===== src/hdl/rihc_pkg.sv =====
// Shared types, status codes and limits for the relocatable image header checker.
`timescale 1ns / 1ps
`default_nettype none
package rihc_pkg;

  localparam int unsigned CountW = 20;
  localparam int unsigned OffsW  = 19;

  localparam logic [CountW-1:0] SEEN_MAX = 20'hFFFFF;
  localparam logic [CountW-1:0] HDR_LEN  = 20'd12;
  localparam logic [7:0]        MAGIC_0  = 8'h58;
  localparam logic [7:0]        MAGIC_1  = 8'h4C;
  localparam logic [7:0]        VERSION_ONE = 8'd1;

  localparam logic [3:0] POS_MAGIC_0   = 4'd0;
  localparam logic [3:0] POS_MAGIC_1   = 4'd1;
  localparam logic [3:0] POS_VERSION   = 4'd2;
  localparam logic [3:0] POS_FLAGS     = 4'd3;
  localparam logic [3:0] POS_ENTRY_LO  = 4'd4;
  localparam logic [3:0] POS_ENTRY_HI  = 4'd5;
  localparam logic [3:0] POS_CSIZE_LO  = 4'd6;
  localparam logic [3:0] POS_CSIZE_HI  = 4'd7;
  localparam logic [3:0] POS_RCOUNT_LO = 4'd8;
  localparam logic [3:0] POS_RCOUNT_HI = 4'd9;

  localparam logic [1:0] REC_OFFS_LO = 2'd0;
  localparam logic [1:0] REC_OFFS_HI = 2'd1;
  localparam logic [1:0] REC_WIDTH   = 2'd2;
  localparam logic [1:0] REC_PAD     = 2'd3;

  localparam logic [2:0] ST_OK          = 3'd0;
  localparam logic [2:0] ST_NOT_IMAGE   = 3'd1;
  localparam logic [2:0] ST_BAD_VERSION = 3'd2;
  localparam logic [2:0] ST_SIZE_MISM   = 3'd3;
  localparam logic [2:0] ST_ENTRY_OUT   = 3'd4;
  localparam logic [2:0] ST_RELOC_BAD   = 3'd5;

  typedef struct packed {
    logic [7:0] data_byte;
    logic       last;
  } in_t;

  typedef struct packed {
    logic [2:0]        status;
    logic [7:0]        version;
    logic [7:0]        header_flags;
    logic [15:0]       entry_offset;
    logic [15:0]       code_length;
    logic [15:0]       reloc_total;
    logic [OffsW-1:0]  code_start;
    logic [OffsW-1:0]  expected_length;
    logic [CountW-1:0] seen_length;
    logic [15:0]       bad_reloc_index;
  } out_t;

  typedef struct packed {
    logic        magic_good;
    logic [7:0]  version;
    logic [7:0]  flags;
    logic [15:0] entry;
    logic [15:0] code_len;
    logic [15:0] reloc_count;
    logic        reloc_fault;
    logic [15:0] first_bad;
  } hdr_t;

  localparam hdr_t HDR_RESET = '{
    magic_good:  1'b1,
    version:     8'd0,
    flags:       8'd0,
    entry:       16'd0,
    code_len:    16'd0,
    reloc_count: 16'd0,
    reloc_fault: 1'b0,
    first_bad:   16'd0
  };

endpackage
`default_nettype wire


===== src/hdl/rihc_verdict.sv =====
// Verdict logic: status priority and result word assembly from captured header state.
`timescale 1ns / 1ps
`default_nettype none
module rihc_verdict (
  input  wire rihc_pkg::hdr_t                     hdr,
  input  wire logic [rihc_pkg::CountW-1:0]        seen,
  output rihc_pkg::out_t                          result
);

  logic [rihc_pkg::OffsW-1:0] cstart;
  logic [rihc_pkg::OffsW-1:0] expect_len;
  logic [2:0]                 status;

  always_comb begin
    cstart     = rihc_pkg::OffsW'(rihc_pkg::HDR_LEN) + {1'b0, hdr.reloc_count, 2'b00};
    expect_len = cstart + {3'b000, hdr.code_len};

    if ((seen < rihc_pkg::HDR_LEN) || !hdr.magic_good) begin
      status = rihc_pkg::ST_NOT_IMAGE;
    end else if (hdr.version != rihc_pkg::VERSION_ONE) begin
      status = rihc_pkg::ST_BAD_VERSION;
    end else if ({1'b0, expect_len} != seen) begin
      status = rihc_pkg::ST_SIZE_MISM;
    end else if ((hdr.code_len == 16'd0) || (hdr.entry >= hdr.code_len)) begin
      status = rihc_pkg::ST_ENTRY_OUT;
    end else if (hdr.reloc_fault) begin
      status = rihc_pkg::ST_RELOC_BAD;
    end else begin
      status = rihc_pkg::ST_OK;
    end

    result        = '0;
    result.status = status;
    if (status != rihc_pkg::ST_NOT_IMAGE) begin
      result.version         = hdr.version;
      result.header_flags    = hdr.flags;
      result.entry_offset    = hdr.entry;
      result.code_length     = hdr.code_len;
      result.reloc_total     = hdr.reloc_count;
      result.code_start      = cstart;
      result.expected_length = expect_len;
    end
    result.seen_length = seen;
    if (status == rihc_pkg::ST_RELOC_BAD) begin
      result.bad_reloc_index = hdr.first_bad;
    end
  end

endmodule
`default_nettype wire


===== config.mk =====
export PLATFORM = sky130hd
export DESIGN_NAME = rihc_verdict
export DESIGN_NICKNAME = d
export VERILOG_FILES = /design/src/hdl/rihc_pkg.sv /design/src/hdl/rihc_verdict.sv
export SDC_FILE = /design/constraint.sdc
export NUM_CORES = 1
export LEC_CHECK = 0
export ABC_CLOCK_PERIOD_IN_PS = 4200
export BUFFER_PORTS_ARGS = -buffer_cell sky130_fd_sc_hd__buf_2
export CORE_MARGIN = 8
export CORE_UTILIZATION = 38
export DETAILED_ROUTE_END_ITERATION = 12
export PLACE_DENSITY = 0.8
export SYNTH_ARGS = -nofsm -noshare
export SYNTH_HDL_FRONTEND = slang
export SYNTH_SLANG_ARGS = --single-unit

===== constraint.sdc =====
create_clock -name vclk -period 4.2
set_input_delay 0.42 -clock vclk [all_inputs]
set_output_delay 0.42 -clock vclk [all_outputs]
set_load 0.01 [all_outputs]

Word level (Yosys, flattened, before mapping):

Cells that the tools add are included.

* register bits: 0
* output and inout port bits: 141

* add/sub/neg operators: 2
* magnitude comparators: 2
* equal/unequal tests: 4
* multiplexer cells: 7
* reductions and logical operators: 4

Operator list (number)
* $mux 102: 1
* $lt 20x4->1 const B: 1
* $ne 19x20->1: 1
* $add 19x16->19: 1
* $add 4x18->19 const A: 1
* $ge 16x16->1: 1
* $logic_not 16->1: 1
* $mux 16: 1
* $mux 3: 5
* $ne 8x1->1 const B: 1
* $eq 3x3->1 const B: 1
* $ne 3x1->1 const B: 1
* $logic_or 1x1->1: 2
* $logic_not 1->1: 1

Logic depth before layout (Yosys ltp):

* depth in word-level cells: 8
* gate-level depth with buffers: 18

Worst setup path after synthesis:

OpenSTA, ideal clock, no wires.

* path kind: input -> output
* start: input hdr[17] in the netlist's numbering
* end: output result[140] in the netlist's numbering
* arrival time: 3993 ps
* setup slack: -213 ps
* cell stages on the path: 16
* path through: inv_1 -> ha_1 -> nand2b_1 -> nor2_1 -> and4_1 -> xor2_1 -> ha_1 -> clkbuf_1 -> nand2_1 -> nor2_1 -> a41o_1 -> o211ai_1 -> or4b_2 -> or4_1 -> nor4_2 -> and3_1

RTL lines
* from (decl): line rihc_verdict.sv:5 `input wire rihc_pkg::hdr_t hdr,`
* to (decl): line rihc_verdict.sv:7 `output rihc_pkg::out_t result`

==> reports/qor.csv <==
stage,metric,value,unit
outcome,status,"finished, violations left",
outcome,violations,setup timing,
layout,multi_input_area,3170,um2
worst_setup_path,crit_path_end_kind,primary output,
timing,hold_viol,0,
yosys,synthCells,490,
pwr,power_frac_clock,0,%
worst_setup_path,crit_arrival,3960,ps
layout,design_area,5530,um2
drt,first_iter_violations,180,
yosys,ys_seq_area_share,0,%
placed_design,placedCellCount,890,
pwr,swShare,50.2,%
worst_setup_path,start_kind,input port,
layout,diodes,0,
yosys,synth_top_family_by_area,simple AND/OR/NAND/NOR gates,
pwr,peakVddDrop,0.0687,mV
timing,slew_viol_final,0,
worst_setup_path,required,3780,ps
floorplan,core_area,8090,um2
layout,finalNetCount,939,
drt,drt-met1-wl,6.19,mm
timing,fin_setup_tns,-2240,ps
timing,relSlewSlack,39.6,%
min_path,worstHoldStart,seen[1],
yosys,syn_avg_cell_area,6.39,um2
drt,post-route-drc-count,0,
global_route,grt_pass1_wl,24.0,mm
layout,stdcell_count,908,
pwr,pwr-share-comb,100.0,%
global_route,antenna_found_initial,0,
yosys,yosys-mux-area-fraction,0.639,%
timing,fmax,0.228,GHz
global_route,grt_util_all_layers,24.9,%
layout,seq_cell_count,0,
floorplan,fp.dieW,107,um
yosys,post_synth_xor_area_fraction,12.9,%
timing,final.min_clock_period,4380,ps
layout,drive_gt1_share,52.7,%
global_route,grt_max_degree,49,
drt,via_per_inst,5.28,
pwr,intPower,0.413,mW
job,maxCapViolCount,0,
min_path,worstHoldPathCells,2,
yosys,post_synth_fa_ha_maj_area_fraction,13.0,%
worst_setup_path,critical_path_class,in2out,
min_path,worstHoldPathType,in2out,
drt,routed_wl,15.4,mm
yosys,synth_compound_area_share,19.4,%
yosys,ys_types,59,
pwr,p_per_area,150,nW/um2
global_route,grt_pass1_vias,4909,
worst_setup_path,path_max_fanout,4,
yosys,yosysTopAreaCellShare,13.2,%
layout,fillers,716,
placed_design,dp_hpwl,13.0,mm
floorplan,io_pins,243,
pwr,seqPwrFrac,0,%
min_path,min_to,result[17],
drt,met2_length,8.00,mm
yosys,syn_area,3130,um2
floorplan,die_area,11400,um2
drt,routed-via-count,4790,
global_route,grt.overflow.total,0,
drt,dr.pass1.iters,5,
timing,worstMarginPinSlew,902,ps
yosys,yosys_warnings,0,
placed_design,globalplace.congestion,0.910,
timing,finalSetupViolCount,19,
placed_design,io_buffers,241,
drt,antenna_left,0,
drt,wl_met3,1.02,mm
yosys,synthSimpleGateAreaFrac,42.5,%
yosys,synth_area_leaders,"and2_1, ha_1, nor2_1",
timing,rsz0062_at_grt,yes,
drt,wl_per_cell,17.0,um
yosys,synth_top_area_cell,and2_1,
drt,topRoutingLayerUsed,met4,
placed_design,post_dp_cell_area,4980,um2
pwr,power.switching,0.415,mW
timing,period_share,104,%
layout,final_util,68.3,%
layout,num-clock-buffers,0,
layout,seqCellArea,0,um2
layout,area_growth,76.7,%
floorplan,rows,33,
timing,fin_ws,-184,ps
floorplan,start_util,38.7,%
floorplan,fp.dieH,107,um
pwr,leakage,2.94,nW
[area by class of cell]
type	count	share of cell area, %
multi-input cells	421	57.3
repair buffers	356	38.4
well taps	105	2.38
inverters	26	1.90
[timing repair]
item,4_1_cts,5_1_grt
setup endpoints to repair,19,19
setup buffers,15,2
pin swaps,15,12
cloned,1,0
gates resized for setup,59,29
hold buffers,0,0
[stage by stage]
step,hold slack [ps],worst slack [ps],power [mW]
3_3_place_gp,1060,-360,0.717
6_report,1060,-184,0.828
2_1_floorplan,888,-17.3,0.385
4_1_cts,1060,-217,0.803
5_1_grt,1070,-365,0.897
3_5_place_dp,1060,-421,0.729
[power by group through the flow]
stage / sequential [mW] / combinational [mW] / clock, mW
after floorplan: 0 / 0.385 / 0
after global placement: 0 / 0.717 / 0
after detailed placement: 0 / 0.729 / 0
after CTS: 0 / 0.803 / 0
after global routing: 0 / 0.897 / 0
final: 0 / 0.828 / 0
[cell usage after synthesis (all sizes together) (4+ instances only)]
cell / count
o211ai: 4
ha: 31
nor4: 13
o21ai: 16
and3: 7
nor2: 64
clkbuf: 18
and2: 66
nor3: 21
or4: 4
nand2b: 6
xnor2: 26
a211oi: 4
xor2: 15
nand4: 7
buf: 26
a21o: 16
inv: 26
nand3: 10
a31oi: 4
a21oi: 22
nand2: 39
[critical path, cell delays in order]
cell and delay (ps):
buf_8 90, inv_6 30, ha_4 160, nand2b_4 150
nor2_4 130, and4_4 250, xor2_2 220, ha_4 260
buf_6 120, a21oi_2 120, o211ai_1 180, nand3b_1 190
o21ai_2 80, or4b_1 510, or4_4 440, nor4_4 160
buf_4 160, and3_1 140, buf_2 130
[metal layers]
layer | track usage, % | up-vias
met3 | 2.94 | 16
met1 | 28.5 | 2255
met5 | 0 | -
met4 | 3.92 | 0
met2 | 48.4 | 194
li1 | - | 2325
[worst max path at each step]
stage	slack [ps]	cells after the start	from	end
after floorplan	-20	17	hdr[17]	result[10]
after global placement	-360	18	hdr[17]	result[140]
after detailed placement	-420	15	hdr[17]	result[140]
after CTS	-220	18	hdr[18]	result[140]
after global routing	-370	19	hdr[18]	result[140]
final	-180	19	hdr[18]	result[140]
[kinds of logic (layout without fill, tap and decap cells)]
family	count (synthesis)	in the layout
mux	2	2
other cells	1	2
xor+xnor	43	43
buf+inv	70	382
simple gates	253	253
fa+ha+maj	32	32
compound gates	89	89
[placed cells by master (no fill, tap or decap), drive strengths merged, types with 4 or more instances in the layout]
master and instances:
nor4 13, nand3 10, xnor2 26, nand2b 6
and2 66, nor2 64, o21ai 16, ha 31
nand4 7, nand2 39, inv 26, a21oi 22
nor3 21, a21o 16, o211ai 4, xor2 15
a31oi 4, buf 356, and3 7, or4 4
a211oi 4
Note: power is estimated with default switching activity, not from simulation.
